**config.mk**
```make
export PLATFORM = sky130hd
export DESIGN_NAME = invc_cell
export DESIGN_NICKNAME = d
export VERILOG_FILES = /design/src/rtl/invc_pkg.sv /design/src/rtl/invc_cell.sv
export SDC_FILE = /design/constraint.sdc
export NUM_CORES = 1
export LEC_CHECK = 0
export BUFFER_PORTS_ARGS = -buffer_cell sky130_fd_sc_hd__buf_2
export CORE_ASPECT_RATIO = 0.75
export CORE_MARGIN = 2
export CORE_UTILIZATION = 49
export CTS_BUF_LIST = sky130_fd_sc_hd__clkbuf_4
export DETAILED_ROUTE_END_ITERATION = 8
export PLACE_DENSITY = 0.86
export SYNTH_ARGS = -nofsm -noshare
export SYNTH_HDL_FRONTEND = slang
export SYNTH_SLANG_ARGS = --single-unit
```
**constraint.sdc**
```tcl
create_clock -name clk -period 3.1 [get_ports clk]
set_input_delay 0.31 -clock clk [delete_from_list [all_inputs] [get_ports clk]]
set_output_delay 0.31 -clock clk [all_outputs]
set_load 0.05 [all_outputs]
```
**src/rtl/invc_pkg.sv**
```systemverilog
// shared constants and token type for the inversion counter
package invc_pkg;

	localparam int MAX_ITEMS = 256;
	localparam int KEY_WIDTH = 32;
	localparam int KEY_W     = (KEY_WIDTH < 32) ? KEY_WIDTH : 32;
	localparam int CNT_W     = $clog2(MAX_ITEMS);
	localparam int TOT_W     = 15;
	localparam logic [TOT_W-1:0] TOTAL_MAX = {TOT_W{1'b1}};

	typedef struct packed {
		logic             last;
		logic             placed;
		logic [CNT_W-1:0] cnt;
		logic [KEY_W-1:0] key;
	} invc_payload_t;

	typedef struct packed {
		logic          valid;
		invc_payload_t pl;
	} invc_token_t;

endpackage

```
**src/rtl/invc_cell.sv**
```systemverilog
// one cell of the key chain: holds one stored key and counts greater keys for passing requests
module invc_cell (
	input  logic                 clk,
	input  logic                 arst_n,
	input  logic                 adv,
	input  invc_pkg::invc_token_t tin,
	output invc_pkg::invc_token_t tout
);
	import invc_pkg::*;

	logic             full_q;
	logic [KEY_W-1:0] key_q;
	logic             tok_valid_q;
	invc_payload_t    tok_q;
	invc_payload_t    nxt_pl;
	logic             take;

	assign take = tin.valid && !tin.pl.placed && !full_q;

	always_comb begin
		nxt_pl = tin.pl;
		if (full_q && !tin.pl.placed && ($signed(key_q) > $signed(tin.pl.key))) begin
			nxt_pl.cnt = tin.pl.cnt + {{(CNT_W-1){1'b0}}, 1'b1};
		end
		if (take) begin
			nxt_pl.placed = 1'b1;
		end
	end

	always_ff @(posedge clk or negedge arst_n) begin
		if (!arst_n) begin
			full_q      <= 1'b0;
			tok_valid_q <= 1'b0;
		end else if (adv) begin
			tok_valid_q <= tin.valid;
			if (tin.valid && tin.pl.last) begin
				full_q <= 1'b0;
			end else if (take) begin
				full_q <= 1'b1;
			end
		end
	end

	always_ff @(posedge clk) begin
		if (adv) begin
			tok_q <= nxt_pl;
			if (take) begin
				key_q <= tin.pl.key;
			end
		end
	end

	assign tout.valid = tok_valid_q;
	assign tout.pl    = tok_q;

	a_place: assert property (@(posedge clk) disable iff (!arst_n)
		adv && tin.valid && !tin.pl.placed && !full_q |=> tok_valid_q && tok_q.placed)
		else $error("empty cell did not take an unplaced request");

	a_clear: assert property (@(posedge clk) disable iff (!arst_n)
		adv && tin.valid && tin.pl.last |=> !full_q)
		else $error("cell not cleared by closing request");

	a_hold: assert property (@(posedge clk) disable iff (!arst_n)
		!adv |=> $stable(full_q) && $stable(tok_valid_q))
		else $error("cell changed while chain stalled");

endmodule

```
==> impl_results.md <==
- XOR/XNOR Fraction of Synth Area: under 10%
- Largest family of logic cells by synthesized area: adder cells
- Ys async rst share: 2.63%
- Sink Count: 76
- Flops & latches, synth: 76
- Setup_tns: 0 ns
- Syn avg cell area: ~15 um2
- Root Buffer: clkbuf_4
- Crit share post-route: around 83%
- Post-synthesis mux area share: 0.726%
- CP Class: reg2reg
- Slew HR: 40.3%
- Share of cells above drive strength 1: 34.8%
- Leak: roughly 1.8 nW
- Adder-cell share of the synthesized area: 12.0%
- Fmax: just under 0.4 GHz
- Gpl congestion: 0.769
- Cell taking the most area after synthesis: edfxtp_1
- Post-synth top cells: edfxtp_1, inv_1, ha_1
- RR Endpoint: tout[33]
- Longest Clk Path Bufs: 2
- Residual DRC count: 0
- Crit path to: tout[33]
- Critical path's largest stage delay: around 0.4 ns
- Most area-consuming cells after synthesis: edfxtp_1, ha_1, inv_1
- Register-to-Register Setup Slack: ~0.53 ns
- Prevailing post-synth register cell: edfxtp_1
- Yosys warns: 0
- Outcome: completed
- Top Ports: just under 90
- Clock latency on the worst-skew pair: between 0.4 and 0.5 ns
- Distinct cell type count after synthesis: 40
- Seq/Total Area, Yosys: 66.0%
- Hold Crit Class: in2reg
- Tmin final: 2.57 ns
- Total number of vias: 2227
- Synth top area share: between 60 and 70%
- Total of max-cap violations: 0
- Critical Path RT: around 3.3 ns
- Buf/Inv on CP: 0
- Worst hold start: tin[41]
- Most common cell in the synthesized netlist: edfxtp_1
- Die width: between 100 and 150 um
- Final net count: between 400 and 500
- Cells after synthesis: about 230
- Final setup viols: 0
- Initial Utilization: between 50% and 60%
- CTS tree: yes
- Cell depth of the worst flop-to-flop path: 8
- Mapped Area: around 3400 um2
- Core area: 6800 um2
- Cell depth of the worst setup path: 8
- RSZ-0062 raised after global routing: no
- TritonRoute pass-1 iters: 6
- EDFF count, synth: 74
- Initial DRC Count: around 110
- First-pass GRT wire length: around 11000 um
- Worst-Margin Slew: between 0.8 and 0.9 ns
- Critical path arrival: 2.74 ns
- Top Family by Delay on Critical Path: compound AO/OA/AOI/OAI gates
- Syn_nets: ~310
- Total grt overflow: 0
- Post-CTS Setup Repair Bufs: 0
- PD cells: 545 nW/um2
- WL/cell: approximately 15 um
- Post-Place Worst Slack: 0.454 ns
- Fill cells: 517
- Worst setup EP type: flop
- PnR worst setup slack: 0.529 ns
- Post-detail-place hpwl: a little under 5000 um
- Initial antenna violation count: 0
- Synth-to-Final Area Change: 21.7%
- Final wirelength: 6520 um
- Total track usage: between 10% and 20%
- Vias in the first global route: roughly 2300
- Worst Skew: approximately 0.017 ns
- Final Hold Fails: 0
- Maximum vdd drop: 328 uV
- Synth Area in Compound Gates: ~8%
- Crit-path max FO: 5
- Die height: approximately 77 um
- Max Slew Vio Count: 0
- Vias/cell: ~5.3
- R2r startpoint: key_q[14]
- Total power: approximately 2.3 mW
- Worst path slowest cell: edfxtp_1
- Post-DRT Antenna Nets: 0
- # port buffers: 88
- Row cnt: 26
- Crit-path cells: ha_1, nand4_1, nor4_1, a21boi_2, o31a_1, nor3_4, o21ai_2, mux2_4
- CTS clk-pin slew, worst paths: 0.13 ns
- WHS: roughly 0.078 ns
- Num CTS Buffers: 9
- Post-synthesis simple-gate area fraction: under 10%
- Inserted Diodes: 0
- Critical Path Source: key_q[14]
- Die area: 7720 um2
- Critical path startpoint category: flop
- H-tree depth: 3
- Largest net degree at the start of global routing: 45
-- repair_timing --
| action | 4_1_cts | 5_1_grt |
|---|---|---|
| gates resized for setup | 0 | 0 |
| hold buffers | 1 | 0 |
| endpoints found under the hold margin | 2 | 0 |
-- layer usage --
layer / up-vias / wire, um / share of wire, % / track usage, %
met3: 9 / 513 / 7.9 / 6.24
met5: - / 0 / 0 / 0
met1: 1052 / 2740 / 42 / 21.9
met2: 92 / 3200 / 49 / 29.7
li1: 1074 / - / - / -
met4: 0 / 65 / 1.0 / 6.03
-- power by group --
| group | internal (mW) | leakage, nW | switching [mW] | total (mW) |
|---|---|---|---|---|
| logic | 0.103 | 1.03 | 0.278 | 0.381 |
| registers | 1.19 | 0.726 | 0.0150 | 1.21 |
| clock network | 0.350 | 0.0877 | 0.348 | 0.697 |
-- cells by family (layout without fill, tap and decap cells) --
family	count (synthesis)	after routing
buffers and inverters	38	144
AOI/OAI and AO/OA	38	38
muxes	2	2
adders and majority gates	33	33
DFF	76	76
xor gates and xnor gates	7	7
and+or+nand+nor	39	39
-- registers in the layout, summed over array words and instances (netlist names) --
signal       flops
tout            42
key_q           32
full_q           1
tok_valid_q      1
-- stage by stage --
step	instance area [um2]	utilization, %	std cells
floorplan	3440	-	233
global placement	4020	59.1	406
detailed placement	4020	59.1	406
CTS	4190	61.7	423
global route	4190	61.7	423
finish	4190	61.7	423
-- worst min-delay path by stage --
stage / slack [ns] / to / cells past startpoint
after floorplan: 0.01 / full_q / 0
after global placement: 0.1 / full_q / 1
after detailed placement: 0.10 / full_q / 1
after CTS: 0.06 / tout[41] / 1
after global routing: 0.05 / tout[41] / 1
final: 0.08 / tout[41] / 1
-- cells in the final DEF, fill, tap and decap left out, drive strengths merged, types with 3 or more instances in the layout --
cell and n:
ha 33, a21oi 13, nor2 4, nand4 7, inv 38, clkbuf 11, nor3 5, nand3 6
o21ai 6, nand2 8, edfxtp 74, o211ai 4, a21o 4, xnor2 7, buf 90, and4 3
-- final cells by class --
class / instances / area [um2] / share of cell area (%)
clock inverter: 5 / 85.1 / 2.03
tap: 84 / 105 / 2.51
inverter: 37 / 139 / 3.31
timing repair buffer: 91 / 478 / 11.4
sequential: 76 / 2270 / 54.2
multi-input combinational: 119 / 1030 / 24.6
clock buffer: 11 / 82.6 / 1.97
Note: power is estimated with default switching activity, not from simulation.
