**config.mk**
```make
export PLATFORM = sky130hd
export DESIGN_NAME = invc_accum
export DESIGN_NICKNAME = d
export VERILOG_FILES = /design/src/rtl/invc_pkg.sv /design/src/rtl/invc_accum.sv
export SDC_FILE = /design/constraint.sdc
export NUM_CORES = 1
export LEC_CHECK = 0
export BUFFER_PORTS_ARGS = -buffer_cell sky130_fd_sc_hd__clkbuf_2
export CAP_MARGIN = 20
export CORE_MARGIN = 8
export CORE_UTILIZATION = 44
export CTS_CLUSTER_SIZE = 12
export DETAILED_ROUTE_END_ITERATION = 16
export PLACE_DENSITY = 0.82
export SETUP_SLACK_MARGIN = 0.2
export SLEW_MARGIN = 40
export SYNTH_ARGS = -nofsm -noshare
export SYNTH_HDL_FRONTEND = slang
export SYNTH_SLANG_ARGS = --single-unit
```
**constraint.sdc**
```tcl
create_clock -name clk -period 3.05 [get_ports clk]
set_input_delay 0.1525 -clock clk [delete_from_list [all_inputs] [get_ports clk]]
set_output_delay 0.1525 -clock clk [all_outputs]
set_load 0.005 [all_outputs]
```
**src/rtl/invc_pkg.sv**
```systemverilog
// shared constants and token type for the inversion counter
package invc_pkg;

	localparam int MAX_ITEMS = 256;
	localparam int KEY_WIDTH = 32;
	localparam int KEY_W     = (KEY_WIDTH < 32) ? KEY_WIDTH : 32;
	localparam int CNT_W     = $clog2(MAX_ITEMS);
	localparam int TOT_W     = 15;
	localparam logic [TOT_W-1:0] TOTAL_MAX = {TOT_W{1'b1}};

	typedef struct packed {
		logic             last;
		logic             placed;
		logic [CNT_W-1:0] cnt;
		logic [KEY_W-1:0] key;
	} invc_payload_t;

	typedef struct packed {
		logic          valid;
		invc_payload_t pl;
	} invc_token_t;

endpackage

```
**src/rtl/invc_accum.sv**
```systemverilog
// end of chain: running total, overflow flag and result register
module invc_accum (
	input  logic                  clk,
	input  logic                  arst_n,
	input  invc_pkg::invc_token_t tail,
	output logic                  adv,
	output logic                  m_tvalid,
	input  logic                  m_tready,
	output logic [15:0]           m_tdata  // [14:0] inversions, [15] overflow
);
	import invc_pkg::*;

	logic [TOT_W-1:0] total_q;
	logic             ovf_q;
	logic             out_valid_q;
	logic [TOT_W-1:0] out_inv_q;
	logic             out_ovf_q;
	logic [TOT_W:0]   sum;
	logic [TOT_W-1:0] nxt_total;
	logic             nxt_ovf;
	logic             emit;

	assign adv  = !(tail.valid && tail.pl.last && out_valid_q && !m_tready);
	assign emit = adv && tail.valid && tail.pl.last;

	always_comb begin
		sum       = {1'b0, total_q} + (TOT_W+1)'(tail.pl.cnt);
		nxt_total = total_q;
		nxt_ovf   = ovf_q;
		if (tail.valid) begin
			if (tail.pl.placed) begin
				nxt_total = sum[TOT_W] ? TOTAL_MAX : sum[TOT_W-1:0];
			end else begin
				nxt_ovf = 1'b1;
			end
		end
	end

	always_ff @(posedge clk or negedge arst_n) begin
		if (!arst_n) begin
			total_q     <= '0;
			ovf_q       <= 1'b0;
			out_valid_q <= 1'b0;
		end else begin
			if (adv) begin
				if (emit) begin
					total_q <= '0;
					ovf_q   <= 1'b0;
				end else begin
					total_q <= nxt_total;
					ovf_q   <= nxt_ovf;
				end
			end
			if (emit) begin
				out_valid_q <= 1'b1;
			end else if (m_tready) begin
				out_valid_q <= 1'b0;
			end
		end
	end

	always_ff @(posedge clk) begin
		if (emit) begin
			out_inv_q <= nxt_total;
			out_ovf_q <= nxt_ovf;
		end
	end

	assign m_tvalid = out_valid_q;
	assign m_tdata  = {out_ovf_q, out_inv_q};

	a_stall: assert property (@(posedge clk) disable iff (!arst_n)
		!adv |-> m_tvalid && !m_tready)
		else $error("chain stalled without a blocked result");

	a_emit: assert property (@(posedge clk) disable iff (!arst_n)
		adv && tail.valid && tail.pl.last |=> m_tvalid && total_q == '0 && !ovf_q)
		else $error("closing request did not produce a result");

	a_drain: assert property (@(posedge clk) disable iff (!arst_n)
		m_tvalid && m_tready && !(adv && tail.valid && tail.pl.last) |=> !m_tvalid)
		else $error("taken result not retired");

endmodule

```
==> impl_results.md <==
- Outcome: finished clean
- Setup WS pre-CTS: 672 ps
- RSZ-0062 raised after global routing: no
- Post-synthesis mux area share: 0.0293
- Post-Syn Nets: 247
- CTS H-tree depth: 2
- Netlist cell types: 38
- Sequential share of the synthesized area: 0.482
- Period Utilization, post-route: 0.810
- Inserted Clock Buffers: 5
- Crit path max fanout: 9
- Internal power: 0.860 mW
- DRT Pass-1 Iters: 4
- Die Ht: around 81 um
- Setup violators final: 0
- Combinational power share: 0.321
- Final Slew Violations: 0
- Tightest Pin Transition: approximately 650 ps
- Core area: 0.00406 mm2
- CP peak stage delay: 560 ps
- FF+latch count, synth: 33
- Share of layout cells above drive strength 1: 0.235
- Register area: 906 um2
- Vias in the first global route: between 1000 and 1500
- Routed Antenna Nets: 0
- Synth Area in XOR/XNOR: 0.0373
- Number of synthesized flops with an enable pin: 16
- Synthesized area per cell: approximately 9.8 um2
- Adder-cell share of the synthesized area: 0.0639
- Fin worst setup slack: 578 ps
- Max-cap viol count: 0
- Yosys warning total: 0
- Initial core utilization: 0.463
- First DRT Iteration DRCs: between 80 and 90
- Cell Chain, Critical Path: ha_1, o211ai_1, o21ai_2, o21ai_2, nor4_4, nor2_1, o21ai_0
- # rows: 23
- Final #Nets: 280
- Post-Syn Area: between 0.0015 and 0.002 mm2
- Grt ovf: 0
- Fmax: 0.405 GHz
- Total track usage: 0.133
- I/O Pins: 64
- Switching portion of total power: 0.342
- I/O Buffers: 31
- Clk_lat worst skew: 290 ps
- # fillers: 374
- Clk_skew: around 4.3 ps
- CTS Root Cell: clkbuf_8
- Die area: 0.00662 mm2
- Largest net degree at the start of global routing: 27
- Synth-to-Final Area Change: 15.4%
- Diode count: 0
- Sink Count: 33
- DR WL/cell: 15.1 um
- CP dominant cell by count: o21ai_2
- Crit. End Element: flop
- CTS tree: yes
- Via count: approximately 1500
- Detailed-route DRC error count: 0
- Final min period: 2470 ps
- Worst Path Required: 3150 ps
- Worst-path clk slew: about 70 ps
- Most common flop cell mapped by yosys: dfrtp_1
- Vias per inst: 5.49
- Worst vdd ir: 0.231 mV
- Final Hold Fails: 0
- Async SR Flop Fraction: 0.515
- Area of the multi-input gates: 926 um2
- Initial antenna violation count: 0
- Seq pwr share: 0.436
- Global-route wire length before repair: 6810 um
- Net load switching power: 0.447 mW
- Max-Slew Margin vs Limit: 0.563
- CTS Buffer Depth: 2
- GPL Wtd Cong: 0.835
- PwrDens: between 600 and 700 mW/mm2
- CP startpoint kind: flop
- Die X: 81.4 um
- Setup_tns: 0 ps
- Setup CP Type: flop to flop
- Clock power frac: 0.243
- Synth Area in Compound Gates: 0.178
- Slowest-stage cell, CP: nor4_4
- Hold/Removal Path Class: input port to flop
- Worst Path Arrival: roughly 2600 ps
- P_leak: between 0.9 and 1 nW
- Cells after Synth: 192
- DP HPWL: 2980 um
- Simple-gate share of the synthesized area: 0.183
- Post-CTS Setup Bufs: 0
- Main combinational cell family by area after synthesis: simple AND/OR/NAND/NOR gates
- Total wire length: between 4000 and 5000 um
==> worst max-delay path, delay by kind of cell, from the launching register on <==
kind | cells | cell delay (ps)
flops | 1 | 400
simple gates | 2 | 700
fa+ha+maj | 1 | 360
compound gates | 4 | 820
==> cell usage after synthesis, types with 2 or more instances <==
| cell | number | share of area |
|---|---|---|
| or2_2 | 2 | 0.0067 |
| inv_1 | 5 | 0.010 |
| ha_1 | 8 | 0.053 |
| xnor2_1 | 4 | 0.019 |
| xor2_1 | 4 | 0.019 |
| edfxtp_1 | 16 | 0.26 |
| and2_1 | 2 | 0.0067 |
| nand4_1 | 2 | 0.0067 |
| nor2b_1 | 4 | 0.013 |
| a21o_1 | 2 | 0.0080 |
| o21ai_0 | 16 | 0.043 |
| nand2_1 | 24 | 0.048 |
| a211oi_1 | 4 | 0.016 |
| nand3_1 | 5 | 0.013 |
| a21oi_1 | 15 | 0.040 |
| mux2_2 | 4 | 0.024 |
| dfrtp_1 | 17 | 0.23 |
| a311oi_1 | 4 | 0.019 |
| nor4_1 | 2 | 0.0067 |
| nor3_1 | 6 | 0.016 |
| clkbuf_1 | 5 | 0.010 |
| o21ai_2 | 2 | 0.0093 |
| nor2_1 | 24 | 0.048 |
==> cell families (layout without fill, tap and decap cells) <==
group                    after synthesis  count (layout)
AO/OA/AOI/OAI                         52              52
AND/OR/NAND/NOR                       73              73
buffers and inverters                 12              46
flip-flops                            33              33
XOR/XNOR                               8               8
adder cells (fa/ha/maj)                9               9
multiplexers                           5               5
==> worst paths after layout <==
kind	startpoint	to	slack, ps	cells past startpoint
hold reg to reg	total_q[5]	total_q[5]	530	2
hold / removal	tail[41]	ovf_q	200	4
setup / recovery	total_q[4]	out_inv_q[4]	580	7
setup reg to reg	total_q[4]	out_inv_q[4]	580	7
min in group asynchronous	arst_n	total_q[2]	360	2
max in group asynchronous	arst_n	total_q[13]	2370	2
==> metal layers <==
layer	global-route usage	part of all wire
met5	0	0
met4	0.0714	0.019
met3	0.0419	0.054
met2	0.217	0.50
met1	0.152	0.42
==> cell usage in the layout, fill, tap and decap left out, drive strengths merged <==
| cell type | synthesis | layout |
|---|---|---|
| a311oi | 4 | 4 |
| o21ai | 18 | 18 |
| nand2 | 24 | 24 |
| xnor2 | 4 | 4 |
| mux2i | 1 | 1 |
| clkbuf | 5 | 37 |
| nor4 | 4 | 4 |
| o211ai | 1 | 1 |
| o31ai | 1 | 1 |
| a211oi | 4 | 4 |
| nand4 | 2 | 2 |
| edfxtp | 16 | 16 |
| mux2 | 4 | 4 |
| ha | 8 | 8 |
| and2 | 2 | 2 |
| clkinv | 0 | 2 |
| a211o | 1 | 1 |
| o22ai | 1 | 1 |
| a21oi | 16 | 16 |
| o22a | 1 | 1 |
| nor2b | 4 | 4 |
| nand3 | 5 | 5 |
| buf | 2 | 1 |
| inv | 5 | 5 |
| or2 | 2 | 2 |
| o21bai | 2 | 2 |
| fa | 1 | 1 |
| dfrtp | 17 | 17 |
| xor2 | 4 | 4 |
| dlygate4sd3 | 0 | 1 |
| o2111ai | 1 | 1 |
| a21o | 2 | 2 |
| nor2 | 24 | 24 |
| nor3 | 6 | 6 |
==> per-stage QoR <==
| step | util | hold slack, ps | power (mW) | instances | cell area [um2] |
|---|---|---|---|---|---|
| final | 0.534 | 201 | 1.31 | 276 | 2170 |
| after global routing | 0.534 | 218 | 1.38 | 276 | 2170 |
| after CTS | 0.534 | 199 | 1.31 | 276 | 2170 |
| after detailed placement | 0.512 | 123 | 0.991 | 267 | 2080 |
| after global placement | 0.512 | 126 | 0.968 | 267 | 2080 |
| after floorplan | - | -143 | 0.891 | 192 | 1880 |
==> flip-flops by register name, summed over array words and instances, names as in the netlist <==
register / count
m_tvalid: 1
out_inv_q: 15
out_ovf_q: 1
ovf_q: 1
total_q: 15
==> power by group through the flow <==
stage / clock [mW] / sequential (mW) / combinational, mW
floorplan: 0 / 0.567 / 0.324
global placement: 0 / 0.575 / 0.393
detailed placement: 0 / 0.579 / 0.411
CTS: 0.320 / 0.570 / 0.418
global route: 0.342 / 0.577 / 0.466
finish: 0.317 / 0.570 / 0.420
==> cell type report <==
| cell class | instances | area share |
|---|---|---|
| clock buffers | 6 | 0.0335 |
| well taps | 50 | 0.0289 |
| inverters | 5 | 0.00866 |
| multi-input cells | 147 | 0.427 |
| repair buffers | 33 | 0.0796 |
| flip-flops and latches | 33 | 0.418 |
| clock inverters | 2 | 0.00462 |
==> timing repair <==
item,4_1_cts,5_1_grt
resized for setup,0,0
endpoints found under the hold margin,17,0
setup endpoints to repair,0,0
hold buffers,1,0
(Power assumes the default switching activity.)
